`src/rtl/mexp_pkg.sv`:
```
// shared types, constants and microcode table of the modular exponentiation core
// no dependencies
`default_nettype none

package mexp_pkg;

  // operand width used inside the datapath; port fields stay 32 bits
  localparam int OP_W        = 32;
  localparam int CNT_W       = $clog2(OP_W);
  localparam int FIELD_W     = 32;
  localparam int IN_TDATA_W  = 96;
  localparam int OUT_TDATA_W = 32;
  localparam int OUT_TUSER_W = 1;

  // microcode step addresses
  localparam int STEP_W = 3;
  localparam logic [STEP_W-1:0] STEP_IDLE   = 3'd0;
  localparam logic [STEP_W-1:0] STEP_CHECK  = 3'd1;
  localparam logic [STEP_W-1:0] STEP_REDUCE = 3'd2;
  localparam logic [STEP_W-1:0] STEP_INIT   = 3'd3;
  localparam logic [STEP_W-1:0] STEP_SQUARE = 3'd4;
  localparam logic [STEP_W-1:0] STEP_MULT   = 3'd5;
  localparam logic [STEP_W-1:0] STEP_NEXT   = 3'd6;
  localparam logic [STEP_W-1:0] STEP_EMIT   = 3'd7;

  // operations
  localparam logic [2:0] OP_WAIT_IN  = 3'd0;
  localparam logic [2:0] OP_CHECK    = 3'd1;
  localparam logic [2:0] OP_INIT     = 3'd2;
  localparam logic [2:0] OP_MUL      = 3'd3;
  localparam logic [2:0] OP_NEXT_BIT = 3'd4;
  localparam logic [2:0] OP_EMIT     = 3'd5;

  // multiplier operand selects and destination
  localparam logic       ASEL_BASE = 1'b0;
  localparam logic       ASEL_ACC  = 1'b1;
  localparam logic [1:0] BSEL_ONE  = 2'd0;
  localparam logic [1:0] BSEL_ACC  = 2'd1;
  localparam logic [1:0] BSEL_BRED = 2'd2;
  localparam logic       DST_ACC   = 1'b0;
  localparam logic       DST_BRED  = 1'b1;

  // jump conditions
  localparam logic [2:0] COND_NONE      = 3'd0;
  localparam logic [2:0] COND_ALWAYS    = 3'd1;
  localparam logic [2:0] COND_MOD_ZERO  = 3'd2;
  localparam logic [2:0] COND_BIT_CLEAR = 3'd3;
  localparam logic [2:0] COND_MORE_BITS = 3'd4;

  typedef struct packed {
    logic [2:0]        op;
    logic              asel;
    logic [1:0]        bsel;
    logic              dst;
    logic [2:0]        cond;
    logic [STEP_W-1:0] target;
  } uword_t;

  // datapath status seen by the sequencer
  typedef struct packed {
    logic in_valid;
    logic mul_done;
    logic out_free;
    logic mod_zero;
    logic exp_bit;
    logic more_bits;
  } status_t;

  function automatic uword_t ucode(input logic [STEP_W-1:0] step);
    uword_t w;
    w = '{op: OP_WAIT_IN, asel: ASEL_ACC, bsel: BSEL_ONE, dst: DST_ACC,
          cond: COND_NONE, target: STEP_IDLE};
    case (step)
      STEP_IDLE: begin
        w.op = OP_WAIT_IN;
      end
      STEP_CHECK: begin
        w.op     = OP_CHECK;
        w.cond   = COND_MOD_ZERO;
        w.target = STEP_EMIT;
      end
      STEP_REDUCE: begin
        w.op   = OP_MUL;
        w.asel = ASEL_BASE;
        w.bsel = BSEL_ONE;
        w.dst  = DST_BRED;
      end
      STEP_INIT: begin
        w.op = OP_INIT;
      end
      STEP_SQUARE: begin
        w.op     = OP_MUL;
        w.asel   = ASEL_ACC;
        w.bsel   = BSEL_ACC;
        w.dst    = DST_ACC;
        w.cond   = COND_BIT_CLEAR;
        w.target = STEP_NEXT;
      end
      STEP_MULT: begin
        w.op   = OP_MUL;
        w.asel = ASEL_ACC;
        w.bsel = BSEL_BRED;
        w.dst  = DST_ACC;
      end
      STEP_NEXT: begin
        w.op     = OP_NEXT_BIT;
        w.cond   = COND_MORE_BITS;
        w.target = STEP_SQUARE;
      end
      STEP_EMIT: begin
        w.op     = OP_EMIT;
        w.cond   = COND_ALWAYS;
        w.target = STEP_IDLE;
      end
      default: begin
        w.op = OP_WAIT_IN;
      end
    endcase
    return w;
  endfunction

endpackage

`default_nettype wire

```
`src/rtl/mexp_mulmod.sv`:
```
// bit-serial interleaved modular multiplier, one multiplier bit per cycle
// depends on mexp_pkg
`default_nettype none

module mexp_mulmod (
  input  wire logic                       clk,
  input  wire logic                       rst_n,
  input  wire logic                       start,
  input  wire logic [mexp_pkg::OP_W-1:0]  a_in,
  input  wire logic [mexp_pkg::OP_W-1:0]  b_in,   // must not exceed m_in
  input  wire logic [mexp_pkg::OP_W-1:0]  m_in,
  output logic                            done,
  output logic [mexp_pkg::OP_W-1:0]       result
);

  logic                           busy_r, busy_nxt;
  logic                           done_r, done_nxt;
  logic [mexp_pkg::CNT_W-1:0]     cnt_r, cnt_nxt;
  logic [mexp_pkg::OP_W-1:0]      a_r, a_nxt;
  logic [mexp_pkg::OP_W-1:0]      b_r, b_nxt;
  logic [mexp_pkg::OP_W-1:0]      m_r, m_nxt;
  logic [mexp_pkg::OP_W-1:0]      r_r, r_nxt;
  logic [mexp_pkg::OP_W:0]        dbl, red1, sum, red2, m_ext;

  // r = 2r mod m, then r = r + bit*b mod m
  always_comb begin
    m_ext = {1'b0, m_r};
    dbl   = {r_r, 1'b0};
    red1  = (dbl >= m_ext) ? dbl - m_ext : dbl;
    sum   = red1 + (a_r[mexp_pkg::OP_W-1] ? {1'b0, b_r} : '0);
    red2  = (sum >= m_ext) ? sum - m_ext : sum;
  end

  always_comb begin
    busy_nxt = busy_r;
    done_nxt = 1'b0;
    cnt_nxt  = cnt_r;
    a_nxt    = a_r;
    b_nxt    = b_r;
    m_nxt    = m_r;
    r_nxt    = r_r;
    if (start) begin
      busy_nxt = 1'b1;
      cnt_nxt  = mexp_pkg::CNT_W'(mexp_pkg::OP_W - 1);
      a_nxt    = a_in;
      b_nxt    = b_in;
      m_nxt    = m_in;
      r_nxt    = '0;
    end else if (busy_r) begin
      r_nxt = red2[mexp_pkg::OP_W-1:0];
      a_nxt = {a_r[mexp_pkg::OP_W-2:0], 1'b0};
      cnt_nxt = cnt_r - 1'b1;
      if (cnt_r == '0) begin
        busy_nxt = 1'b0;
        done_nxt = 1'b1;
      end
    end
  end

  always_ff @(posedge clk) begin
    if (!rst_n) begin
      busy_r <= 1'b0;
      done_r <= 1'b0;
    end else begin
      busy_r <= busy_nxt;
      done_r <= done_nxt;
    end
    cnt_r <= cnt_nxt;
    a_r   <= a_nxt;
    b_r   <= b_nxt;
    m_r   <= m_nxt;
    r_r   <= r_nxt;
  end

  assign done   = done_r;
  assign result = r_r;

endmodule

`default_nettype wire

```
`src/rtl/mexp_sequencer.sv`:
```
// microcode sequencer: step counter, control word lookup and conditional jumps
// depends on mexp_pkg (control word table and status struct)
`default_nettype none

module mexp_sequencer (
  input  wire logic              clk,
  input  wire logic              rst_n,
  input  wire mexp_pkg::status_t status,
  output mexp_pkg::uword_t       uword
);

  logic [mexp_pkg::STEP_W-1:0] step_r, step_nxt;
  logic                        go;
  logic                        taken;

  assign uword = mexp_pkg::ucode(step_r);

  // a step ends when what it waits on is there
  always_comb begin
    case (uword.op)
      mexp_pkg::OP_WAIT_IN: go = status.in_valid;
      mexp_pkg::OP_MUL:     go = status.mul_done;
      mexp_pkg::OP_EMIT:    go = status.out_free;
      default:              go = 1'b1;
    endcase
  end

  always_comb begin
    case (uword.cond)
      mexp_pkg::COND_ALWAYS:    taken = 1'b1;
      mexp_pkg::COND_MOD_ZERO:  taken = status.mod_zero;
      mexp_pkg::COND_BIT_CLEAR: taken = !status.exp_bit;
      mexp_pkg::COND_MORE_BITS: taken = status.more_bits;
      default:                  taken = 1'b0;
    endcase
  end

  always_comb begin
    step_nxt = step_r;
    if (go) begin
      step_nxt = taken ? uword.target : step_r + 1'b1;
    end
  end

  always_ff @(posedge clk) begin
    if (!rst_n) begin
      step_r <= mexp_pkg::STEP_IDLE;
    end else begin
      step_r <= step_nxt;
    end
  end

endmodule

`default_nettype wire

```
`src/rtl/modular_exponentiation_core.sv`:
```
// modular exponentiation core: top level with operand registers and output word register
// depends on mexp_pkg, mexp_sequencer and mexp_mulmod
`default_nettype none

// computes base_value ^ power mod divisor by left-to-right square and multiply.
// one input word is taken, then the block works on it alone: a zero divisor
// returns residue 0 with bad_modulus set; otherwise the base is first reduced
// by one modular multiply, then each of the 32 exponent bits costs a squaring
// and a bookkeeping step plus, for a set bit, a multiply by the reduced base.
// every modular multiply runs on one shared bit-serial unit at one bit per
// cycle. the result sits in an output register, so the next input word is
// accepted while a finished result still waits for out_tready.
module modular_exponentiation_core (
  input  wire logic                                 clk,
  input  wire logic                                 rst_n,
  // input channel
  input  wire logic                                 in_tvalid,
  output logic                                      in_tready,
  input  wire logic [mexp_pkg::IN_TDATA_W-1:0]      in_tdata,   // base_value, power, divisor
  // result channel
  output logic                                      out_tvalid,
  input  wire logic                                 out_tready,
  output logic [mexp_pkg::OUT_TDATA_W-1:0]          out_tdata,  // residue
  output logic [mexp_pkg::OUT_TUSER_W-1:0]          out_tuser   // bad_modulus
);

  mexp_pkg::uword_t   uword;
  mexp_pkg::status_t  status;

  // operand and working registers
  logic [mexp_pkg::OP_W-1:0]        base_r, base_nxt;
  logic [mexp_pkg::OP_W-1:0]        exp_r, exp_nxt;
  logic [mexp_pkg::OP_W-1:0]        mod_r, mod_nxt;
  logic [mexp_pkg::OP_W-1:0]        acc_r, acc_nxt;
  logic [mexp_pkg::OP_W-1:0]        bred_r, bred_nxt;   // base reduced mod divisor
  logic [mexp_pkg::CNT_W-1:0]       bit_r, bit_nxt;     // exponent bit under work
  logic                             err_r, err_nxt;
  logic                             mul_issued_r, mul_issued_nxt;

  // output word register
  logic                             out_valid_r, out_valid_nxt;
  logic [mexp_pkg::OUT_TDATA_W-1:0] out_data_r, out_data_nxt;
  logic                             out_bad_r, out_bad_nxt;

  // multiplier hookup
  logic                             mul_start;
  logic                             mul_done;
  logic [mexp_pkg::OP_W-1:0]        mul_a, mul_b, mul_result;

  logic                             in_fire;
  logic                             out_free;

  assign in_tready = (uword.op == mexp_pkg::OP_WAIT_IN);
  assign in_fire   = in_tvalid && in_tready;
  assign out_free  = !out_valid_r || out_tready;

  assign status.in_valid  = in_tvalid;
  assign status.mul_done  = mul_done;
  assign status.out_free  = out_free;
  assign status.mod_zero  = (mod_r == '0);
  assign status.exp_bit   = exp_r[bit_r];
  assign status.more_bits = (bit_r != '0);

  mexp_sequencer u_seq (
    .clk    (clk),
    .rst_n  (rst_n),
    .status (status),
    .uword  (uword)
  );

  // operand select for the shared multiplier
  always_comb begin
    mul_a = (uword.asel == mexp_pkg::ASEL_BASE) ? base_r : acc_r;
    case (uword.bsel)
      mexp_pkg::BSEL_ONE:  mul_b = mexp_pkg::OP_W'(1);
      mexp_pkg::BSEL_ACC:  mul_b = acc_r;
      mexp_pkg::BSEL_BRED: mul_b = bred_r;
      default:             mul_b = mexp_pkg::OP_W'(1);
    endcase
  end

  // one start pulse per multiply step, cleared when its result lands
  assign mul_start = (uword.op == mexp_pkg::OP_MUL) && !mul_issued_r;

  mexp_mulmod u_mul (
    .clk    (clk),
    .rst_n  (rst_n),
    .start  (mul_start),
    .a_in   (mul_a),
    .b_in   (mul_b),
    .m_in   (mod_r),
    .done   (mul_done),
    .result (mul_result)
  );

  always_comb begin
    base_nxt       = base_r;
    exp_nxt        = exp_r;
    mod_nxt        = mod_r;
    acc_nxt        = acc_r;
    bred_nxt       = bred_r;
    bit_nxt        = bit_r;
    err_nxt        = err_r;
    mul_issued_nxt = mul_issued_r;
    out_valid_nxt  = out_valid_r;
    out_data_nxt   = out_data_r;
    out_bad_nxt    = out_bad_r;

    if (out_valid_r && out_tready) begin
      out_valid_nxt = 1'b0;
    end

    case (uword.op)
      mexp_pkg::OP_WAIT_IN: begin
        if (in_fire) begin
          // only the low operand bits of each field take part
          base_nxt = in_tdata[0 +: mexp_pkg::OP_W];
          exp_nxt  = in_tdata[mexp_pkg::FIELD_W +: mexp_pkg::OP_W];
          mod_nxt  = in_tdata[2*mexp_pkg::FIELD_W +: mexp_pkg::OP_W];
        end
      end
      mexp_pkg::OP_CHECK: begin
        err_nxt = (mod_r == '0);
      end
      mexp_pkg::OP_INIT: begin
        // 1 mod divisor, which is zero for a divisor of one
        acc_nxt = (mod_r == mexp_pkg::OP_W'(1)) ? '0 : mexp_pkg::OP_W'(1);
        bit_nxt = mexp_pkg::CNT_W'(mexp_pkg::OP_W - 1);
      end
      mexp_pkg::OP_MUL: begin
        if (mul_start) begin
          mul_issued_nxt = 1'b1;
        end
        if (mul_done) begin
          mul_issued_nxt = 1'b0;
          if (uword.dst == mexp_pkg::DST_BRED) begin
            bred_nxt = mul_result;
          end else begin
            acc_nxt = mul_result;
          end
        end
      end
      mexp_pkg::OP_NEXT_BIT: begin
        bit_nxt = bit_r - 1'b1;
      end
      mexp_pkg::OP_EMIT: begin
        if (out_free) begin
          out_valid_nxt = 1'b1;
          out_data_nxt  = err_r ? '0 : mexp_pkg::OUT_TDATA_W'(acc_r);
          out_bad_nxt   = err_r;
        end
      end
      default: begin
      end
    endcase
  end

  always_ff @(posedge clk) begin
    if (!rst_n) begin
      out_valid_r  <= 1'b0;
      mul_issued_r <= 1'b0;
    end else begin
      out_valid_r  <= out_valid_nxt;
      mul_issued_r <= mul_issued_nxt;
    end
    base_r     <= base_nxt;
    exp_r      <= exp_nxt;
    mod_r      <= mod_nxt;
    acc_r      <= acc_nxt;
    bred_r     <= bred_nxt;
    bit_r      <= bit_nxt;
    err_r      <= err_nxt;
    out_data_r <= out_data_nxt;
    out_bad_r  <= out_bad_nxt;
  end

  assign out_tvalid   = out_valid_r;
  assign out_tdata    = out_data_r;
  assign out_tuser[0] = out_bad_r;

endmodule

`default_nettype wire

```
`config.mk`:
```
export PLATFORM = sky130hd
export DESIGN_NAME = modular_exponentiation_core
export DESIGN_NICKNAME = d
export VERILOG_FILES = /design/src/rtl/mexp_pkg.sv /design/src/rtl/mexp_mulmod.sv /design/src/rtl/mexp_sequencer.sv /design/src/rtl/modular_exponentiation_core.sv
export SDC_FILE = /design/constraint.sdc
export NUM_CORES = 1
export LEC_CHECK = 0
export BUFFER_PORTS_ARGS = -buffer_cell sky130_fd_sc_hd__buf_2
export CAP_MARGIN = 25
export CORE_MARGIN = 3
export CORE_UTILIZATION = 55
export DETAILED_ROUTE_END_ITERATION = 7
export PLACE_DENSITY_LB_ADDON = 0.08
export SYNTH_ARGS = -nofsm -noshare
export SYNTH_HDL_FRONTEND = slang
export SYNTH_SLANG_ARGS = --single-unit
```
`constraint.sdc`:
```
create_clock -name clk -period 6.8 [get_ports clk]
set_clock_uncertainty 0.2 [all_clocks]
set_input_delay 0.34 -clock clk [delete_from_list [all_inputs] [get_ports clk]]
set_output_delay 0.34 -clock clk [all_outputs]
set_load 0.1 [all_outputs]
```
-- Yosys cells after proc, flatten, opt, wreduce, memory -nomap -nowiden
Index checks and enable logic that the tools add are counted.
- flip-flop bits (word level): 339
- bits of input ports: 100
- output and inout port bits: 35
- logic and storage cells: 103
- add/sub/neg operators: 6
- $lt $le $gt $ge: 3
- equal/unequal tests: 21
- mux-type cells: 29
- bitwise gates (word level): 2
- reductions and logical operators: 23
- operators with widths (kind ; number):
    $mux W32 ; 7
    $pmux W32 S2 ; 2
    $ge A33 B32 Y1 ; 2
    $add A33 B32 Y33 ; 1
    $mux W33 ; 1
    $sub A33 B32 Y33 ; 1
    $eq A32 B1 Y1 const B ; 1
    $logic_not A32 Y1 ; 1
    $sub A32 B32 Y32 ; 1
    $pmux W6 S4 ; 1
    $eq A3 B3 Y1 const B ; 7
    $eq A3 B2 Y1 const B ; 6
    $pmux W3 S6 ; 1
    $pmux W4 S3 ; 1
    $mux W1 ; 11
    $pmux W5 S2 ; 1
    $sub A5 B1 Y5 const B ; 2
    $eq A3 B1 Y1 const B ; 3
    $reduce_bool A2 Y1 ; 4
    $logic_not A3 Y1 ; 2
    $lt A5 B6 Y1 const B ; 1
    $reduce_and A2 Y1 ; 3
    $reduce_and A3 Y1 ; 2
    $reduce_or A3 Y1 ; 2
    15 further kinds ; 20

-- Depth between registers and ports, before layout
Gate-level depths: netlist of run 1.
- depth after elaboration: 7
- gate-level depth with buffers: 35
- gate-level depth less buffers: 32

-- Modules after synthesis
Synthesis of run 1 repeated with hierarchy kept, for this count alone.
- cells, all modules: 1694
- area, all modules: 18960.7 sq um
- modules (own cells, without submodules) (module ; times used ; cells an instance ; area an instance (sq um) ; sequential area each (sq um)):
    mexp_mulmod ; 1 ; 1175 ; 10647.7 ; 3663.5
    modular_exponentiation_core ; 1 ; 464 ; 7841.3 ; 6015.8
    mexp_sequencer ; 1 ; 55 ; 471.7 ; 60.1

-- Least setup slack after synthesis of run 1
Ideal clock, no wire load.
- kind: reg-to-reg
- from: reg u_mul.m_r[12] (netlist bit)
- to: reg u_mul.r_r (netlist bit u_mul.result[31])
- library setup time: 0.126 ns
- arrival: 6.325 ns
- data required time: 6.474 ns
- slack: 0.149 ns
- cell stages (with the launch flop): 35
- path buffers: 4
- period minus slack after synthesis: 6.651 ns
- path through: edfxtp_1 -> inv_1 -> ha_1 -> a21o_1 -> a2111oi_2 -> a22oi_1 -> a41oi_2 -> o31ai_2 -> a21oi_4 -> clkbuf_1 -> nand2_1 -> o21ai_0 -> ha_1 -> a2111oi_0 -> o21ai_1 -> a21boi_1 -> nor2b_1 -> a41oi_1 -> nand2b_1 -> a21oi_1 -> xnor2_1 -> ha_1 -> buf_2 -> o21ai_0 -> nor2_1 -> a211oi_1 -> a21oi_1 -> nand2_1 -> o311a_1 -> o31a_1 -> o2111a_1 -> buf_6 -> buf_6 -> a32oi_1 -> o31ai_1
- cells in the longest elaborated chain, start to end: 5
- ends and longest elaborated chain (what ; line ; text):
    start, declared ; mexp_mulmod.sv:21 ; logic [mexp_pkg::OP_W-1:0] m_r, m_nxt;
    start signal, assigned ; mexp_mulmod.sv:71 ; m_r <= m_nxt;
    $sub A33 B32 Y33 or $ge A33 B32 Y1 (tied branches) ; mexp_mulmod.sv:29 ; red1 = (dbl >= m_ext) ? dbl - m_ext : dbl;
    $mux W33 ; mexp_mulmod.sv:29 ;
    $add A33 B32 Y33 ; mexp_mulmod.sv:30 ; sum = red1 + (a_r[mexp_pkg::OP_W-1] ? {1'b0, b_r} : '0);
    $sub A32 B32 Y32 or $ge A33 B32 Y1 (tied branches) ; mexp_mulmod.sv:31 ; red2 = (sum >= m_ext) ? sum - m_ext : sum;
    $mux W32 * ; mexp_mulmod.sv:31 ;
    end signal, assigned ; mexp_mulmod.sv:72 ; r_r <= r_nxt;
    end, declared ; mexp_mulmod.sv:22 ; logic [mexp_pkg::OP_W-1:0] r_r, r_nxt;
Every way passes the cells marked *; elsewhere a longest branch is shown, timed or not.
A chain may end at the register's enable or synchronous reset.

-- Worst setup path in the final report of run 1
- from: reg u_mul.m_r[1] (netlist bit)
- to: reg u_mul.r_r (netlist bit u_mul.result[20])
The elaborated chain is that of the path after synthesis.

==> results of run 1 <==
==> routing by layer <==
metal  GRT usage  routed length, um  vias to the layer above  part of all wire
met1       0.416              23600                     6717              0.48
met5           0                  0                        -                 0
met3      0.0405               3210                       60             0.065
li1            -                  -                     6958                 -
met4      0.0579                896                        0             0.018
met2       0.409              21900                      473              0.44
==> worst max path at each step <==
stage | end | slack (ns) | cells after the start
3_5_place_dp | u_mul.result[0]$_SDFFE_PP0P_ | -0.24 | 32
5_1_grt | u_mul.result[31]$_SDFFE_PP0P_ | -0.23 | 32
6_report | u_mul.result[20]$_SDFFE_PP0P_ | 0.07 | 32
2_1_floorplan | u_mul.result[31]$_SDFFE_PP0P_ | 0.15 | 34
4_1_cts | u_mul.result[9]$_SDFFE_PP0P_ | -0.02 | 31
3_3_place_gp | u_mul.result[0]$_SDFFE_PP0P_ | -0.26 | 32
==> sequential cells by signal, indices dropped and copies added (netlist names), 3 cells and up <==
name          flops
u_mul.b_r        32
bit_r             5
u_mul.cnt_r       5
u_seq.step_r      3
mod_r            32
exp_r            32
u_mul.result     32
bred_r           32
u_mul.m_r        32
out_tdata        32
base_r           32
u_mul.a_r        32
acc_r            32
==> through the flow <==
stage | std cells | worst slack, ns | hold WS (ns) | area (um^2)
global route | 2563 | -0.226 | 0.236 | 24100
detailed placement | 2368 | -0.242 | 0.234 | 21200
finish | 2563 | 0.0698 | 0.221 | 24100
floorplan | 1626 | 0.149 | 0.227 | 18400
CTS | 2536 | -0.0191 | 0.212 | 23400
global placement | 2367 | -0.261 | 0.231 | 21100
==> placed cells by master (no fill, tap or decap), types with 17 or more instances in the layout <==
cell             n
a21o_1          52
a21oi_1         95
a22oi_1         32
and2_1          64
buf_2          134
buf_4          245
clkbuf_16       41
dfxtp_1         44
dlygate4sd3_1   98
edfxtp_1       295
ha_1            89
inv_1           60
mux2i_1         56
nand2_1        136
nand2b_1        18
nand3_1         17
nor2_1          47
nor2b_1         71
nor3_1          18
o21ai_0         97
o21ai_1         32
xnor2_1         55
xor2_1          35
==> layout make-up <==
cell class / instances / area, um^2 / area share
well taps: 442 / 553 / 0.0229
clock inverters: 19 / 133 / 0.00550
multi-input cells: 1160 / 8790 / 0.364
repair buffers: 488 / 3720 / 0.154
flip-flops and latches: 339 / 9740 / 0.404
clock buffers: 46 / 948 / 0.0393
inverters: 69 / 259 / 0.0107
==> Yosys cell counts (all sizes together), types with 14 or more instances <==
master    n  area (um^2)
nand2   136          510
nor2     53          199
nor3     21          105
a22oi    33          248
clkbuf   48          180
o21a     16          120
a21o     52          390
o21bai   16          120
ha      108         1350
mux2i    65          651
edfxtp  295         8860
and2     66          413
nand2b   18          113
dfxtp    44          881
a211oi   14          115
xor2     36          315
nor2b    74          463
xnor2    57          499
o21ai   133          666
inv      68          255
nand3    22          110
a21oi   109          564
==> cells by family after synthesis <==
group	Yosys count	share of synthesized area
adder cells (fa/ha/maj)	111	0.0765
multiplexers	76	0.0481
buffers and inverters	127	0.0279
flip-flops	339	0.528
AO/OA/AOI/OAI	442	0.154
XOR/XNOR	93	0.0442
AND/OR/NAND/NOR	438	0.121
==> timing repair <==
| action | in CTS | in global routing |
|---|---|---|
| pin swaps | 11 | 65 |
| resized for setup | 31 | 89 |
| buffers inserted | 4 | 23 |
| gates cloned | 1 | 3 |
| endpoints found under the setup margin | 32 | 32 |
| hold buffers | 98 | 0 |
| endpoints found under the hold margin | 102 | 0 |
==> worst reg2reg max path: cells and delay by family, from the launching register on <==
kind	cells	cell delay (ns)
AOI/OAI and AO/OA	20	3.74
adders and majority gates	3	0.75
xor gates and xnor gates	2	0.29
DFF	1	0.41
muxes	1	0.21
buffers and inverters	3	0.51
and+or+nand+nor	3	0.47
==> key figures, run 1 <==
STA
  – Crit share post-route: 0.990
  – Worst slew pin tran: between 0.8 and 0.9 ns
  – Max Transition Viols Final: 0
  – Setup violations, final: 0
  – RSZ-0062 raised after global routing: yes
  – TNS Setup: 0 ns
  – Worst slew margin: 0.422
  – Fin. Hold Viols: 0
  – F_max: 0.149 GHz
  – Final min period: roughly 6.7 ns

Routing
  – Drt initial violations: 1087
  – Routed wire per std cell: 19.4 um
  – Post-route ant nets: 0
  – Vias: 14200
  – DRC viols: 0
  – DR vias/cell: 5.54
  – Router iterations before antenna repair: 6
  – Detailed Route WL: 49.7 mm

Worst setup path
  – Reg2reg start: u_mul.m_r[1]$_DFFE_PP_
  – Worst Path Max Fanout: 7
  – Crit path largest cell delay: ~0.42 ns
  – Slowest-stage cell, CP: o41a_1
  – Reg2Reg Setup Slack: 0.07 ns
  – Crit path max-delay family: compound AO/OA/AOI/OAI gates
  – Worst path arrival time: 6.92 ns
  – WS Path Type: register to register
  – Critical Path Start: u_mul.m_r[1]$_DFFE_PP_
  – Crit Reg-Reg Endpoint: u_mul.result[20]$_SDFFE_PP0P_
  – Crit start category: register
  – Crit path required time: roughly 7 ns
  – Crit path buf inv count: 3
  – Reg2reg path depth: 32
  – Setup crit end kind: register

Die
  – Initial Util: 0.563
  – # rows: 66
  – Chip width: around 190 um
  – Die area: 35800 um^2
  – Io pins: 135
  – Core Region: 32800 um^2
  – Die H: 189 um

Final layout
  – Layout cells sized above 1: 0.264
  – P&R area growth vs syn: 30.9%
  – Final net count: 2305
  – Fin util: 0.736
  – Number of diodes: 0
  – Final-layout fill cell count: roughly 2200

Logic synthesis
  – Syn Nets: 1837
  – Ys async rst share: 0
  – Flops & latches, synth: 339
  – Post-synth top flop: edfxtp_1
  – Post-synth EDFFs: 295
  – Syn Area/Cell: 11.3 um^2
  – Yosys Warn Count: 0
  – Synthesized instance count: 1626
  – Unique masters post-synth: a little under 80
  – Seq/Total Area, Yosys: 0.528
  – Mapped Area: 18400 um^2

Global routing
  – First-pass GRT wire length: 75.9 mm
  – Grt total ovfl: 0
  – Vias in the first global route: 13900
  – Initial antenna violation count: 0
  – Largest net degree at the start of global routing: 88
  – GRT Total Usage: 0.270

Min path
  – Worst hold stages: 2
  – HP Start: in_tvalid
  – WHS Endpoint: base_r[2]$_DFFE_PP_
  – HP Class: input port to register

Placed design
  – Number of port buffers: between 100 and 150
  – Detailed Place HPWL: between 30 and 40 mm
  – Global placement routability congestion: 0.893

Clocking
  – Clock sinks: 339
  – CTS root buf: clkbuf_16
  – Clock latency on the worst-skew pair: 0.53 ns
  – H-tree Lvls: 2
  – Clock Path Buffers: 3
  – TritonCTS clock tree: built
  – TritonCTS Buffers: 36
  – Clock transition at the registers of the reported paths: 0.06 ns

Flow run
  – Max-cap violations: 0

Status
  – Status: finished, final reports clean
Power of run 1 is left out: the tool's default activity adds up to more than one toggle a clock period on the data nets, which glitch-free logic cannot reach.
==> inputs of run 2 (changes only) <==
Settings changed: CORE_UTILIZATION 55 to 30.
==> run 2 against run 1 <==
  * Worst hold slack better by 0.029 ns
  * Fmax is 1.0% higher
  * Routed wire length is 8.0% higher
  * Die area is 80% higher
  * Sequential cell count stayed put
  * First-iteration DRC count is 37% lower
  * Via count is 2.9% lower
  * Critical path depth is 2 higher
  * Critical path type unchanged
  * Non-clock buffer count is 27 higher
==> key figures, run 2 (same netlist as run 1, synthesis figures left out) <==
Worst setup path
  – WS Path Type: register to register
  – Worst Path Max Fanout: 7
  – Setup crit end kind: register
  – Worst path arrival time: 6.90 ns
  – Slowest-stage cell, CP: edfxtp_1
  – Reg2reg path depth: 34
  – Crit path largest cell delay: between 0.3 and 0.4 ns
  – Crit start category: register
  – Crit path required time: between 7 and 8 ns

Die
  – # rows: 90
  – Io pins: 135
  – Core Region: 60600 um^2
  – Initial Util: 0.304
  – Die area: 64500 um^2
  – Die H: about 250 um
  – Chip width: 254 um

Routing
  – Vias: 13800
  – Detailed Route WL: 53.7 mm
  – DR vias/cell: 4.70
  – Drt initial violations: 688
  – Router iterations before antenna repair: 5
  – DRC viols: 0
  – Post-route ant nets: 0
  – Routed wire per std cell: 18.3 um

Final layout
  – Post-route cell area: 25300 um^2
  – Layout cells sized above 1: 0.296
  – Commonest non-fill, non-tap cell in the layout: edfxtp_1
  – Number of diodes: 0
  – Final-layout fill cell count: between 5000 and 6000
  – P&R area growth vs syn: 37.4%
  – Final net count: 2337
  – Commonest non-fill, non-tap cells in the layout: edfxtp_1, buf_4, buf_2
  – Fin util: 0.418

Placed design
  – Detailed Place HPWL: approximately 39 mm
  – Dpl cell area: 21700 um^2
  – Global placement routability congestion: 0.866
  – Number of port buffers: about 130

STA
  – Crit share post-route: 0.980
  – Max Transition Viols Final: 0
  – RSZ-0062 raised after global routing: yes
  – F_max: 0.150 GHz
  – Worst slew margin: 0.404
  – Worst slew pin tran: 0.892 ns
  – TNS Setup: 0 ns
  – Final min period: 6.66 ns
  – Fin. Hold Viols: 0
  – Setup violations, final: 0

Min path
  – Worst hold stages: 0
  – HP Class: register to register

Clocking
  – TritonCTS clock tree: built
  – Clock sinks: 339
  – Clock latency on the worst-skew pair: 0.57 ns
  – Clock Path Buffers: 3
  – CTS root buf: clkbuf_16
  – TritonCTS Buffers: 41
  – Clock transition at the registers of the reported paths: 0.05 ns
  – H-tree Lvls: 2

Global routing
  – First-pass GRT wire length: 82.4 mm
  – Initial antenna violation count: 0
  – Vias in the first global route: 14000
  – Largest net degree at the start of global routing: 89
  – Grt total ovfl: 0
  – GRT Total Usage: 0.166

Flow run
  – Max-cap violations: 0

Status
  – Status: finished, final reports clean
## run 2: changes by cell type in the layout (fill, tap and decap cells not counted), sizes merged
cell      delta
buf         +31
clkbuf       +1
bufinv       +2
inv          -1
clkinv       -3
clkinvlp     +2
bufbuf       +1
## run 2: area by class of cell
type                    count  area (um^2)  share of cell area
clock buffers              52         1090              0.0430
clock inverters            19          195             0.00770
inverters                  69          259              0.0102
multi-input cells        1160         9100               0.359
flip-flops and latches    339         9740               0.384
well taps                 782          978              0.0386
repair buffers            515         3980               0.157
## run 2: what timing repair did
action | in CTS | in global routing
setup endpoints to repair | 32 | 32
hold buffers | 98 | 0
resized for setup | 108 | 86
cloned | 6 | 0
hold endpoints to repair | 103 | 0
setup buffers | 25 | 16
pin swaps | 73 | 80
## run 2: worst max-delay path: cells and delay by family, from the launching register on
kind | cells | cell delay [ns]
XOR/XNOR | 1 | 0.12
flip-flops | 1 | 0.39
AO/OA/AOI/OAI | 14 | 2.68
AND/OR/NAND/NOR | 6 | 0.82
buffers and inverters | 8 | 1.07
adder cells (fa/ha/maj) | 3 | 0.87
multiplexers | 2 | 0.38
## run 2: final timing paths
path,startpoint,endpoint,slack (ns)
worst max-delay path,u_mul.m_r[1]$_DFFE_PP_,u_mul.result[0]$_SDFFE_PP0P_,0.14
worst min-delay path,mod_r[31]$_DFFE_PP_,u_mul.m_r[31]$_DFFE_PP_,0.25
worst max register to register,u_mul.m_r[1]$_DFFE_PP_,u_mul.result[0]$_SDFFE_PP0P_,0.14
worst min register to register,mod_r[31]$_DFFE_PP_,u_mul.m_r[31]$_DFFE_PP_,0.25
## run 2: through the flow
step / setup WS (ns) / hold slack, ns / cells
6_report: 0.138 / 0.250 / 2936
5_1_grt: -0.202 / 0.252 / 2936
4_1_cts: 0.0109 / 0.222 / 2924
3_5_place_dp: -0.381 / 0.237 / 2726
3_3_place_gp: -0.453 / 0.237 / 2725
2_1_floorplan: 0.149 / 0.227 / 1626
## run 2: metal layers
| metal | vias up | GRT usage | part of all wire | wire, um |
|---|---|---|---|---|
| li1 | 7023 | - | - | - |
| met1 | 6538 | 0.251 | 0.53 | 28400 |
| met2 | 185 | 0.252 | 0.43 | 22900 |
| met3 | 56 | 0.0205 | 0.028 | 1490 |
| met4 | 0 | 0.0341 | 0.016 | 883 |
| met5 | - | 0 | 0 | 0 |
Power of run 2 is left out for the same reason.
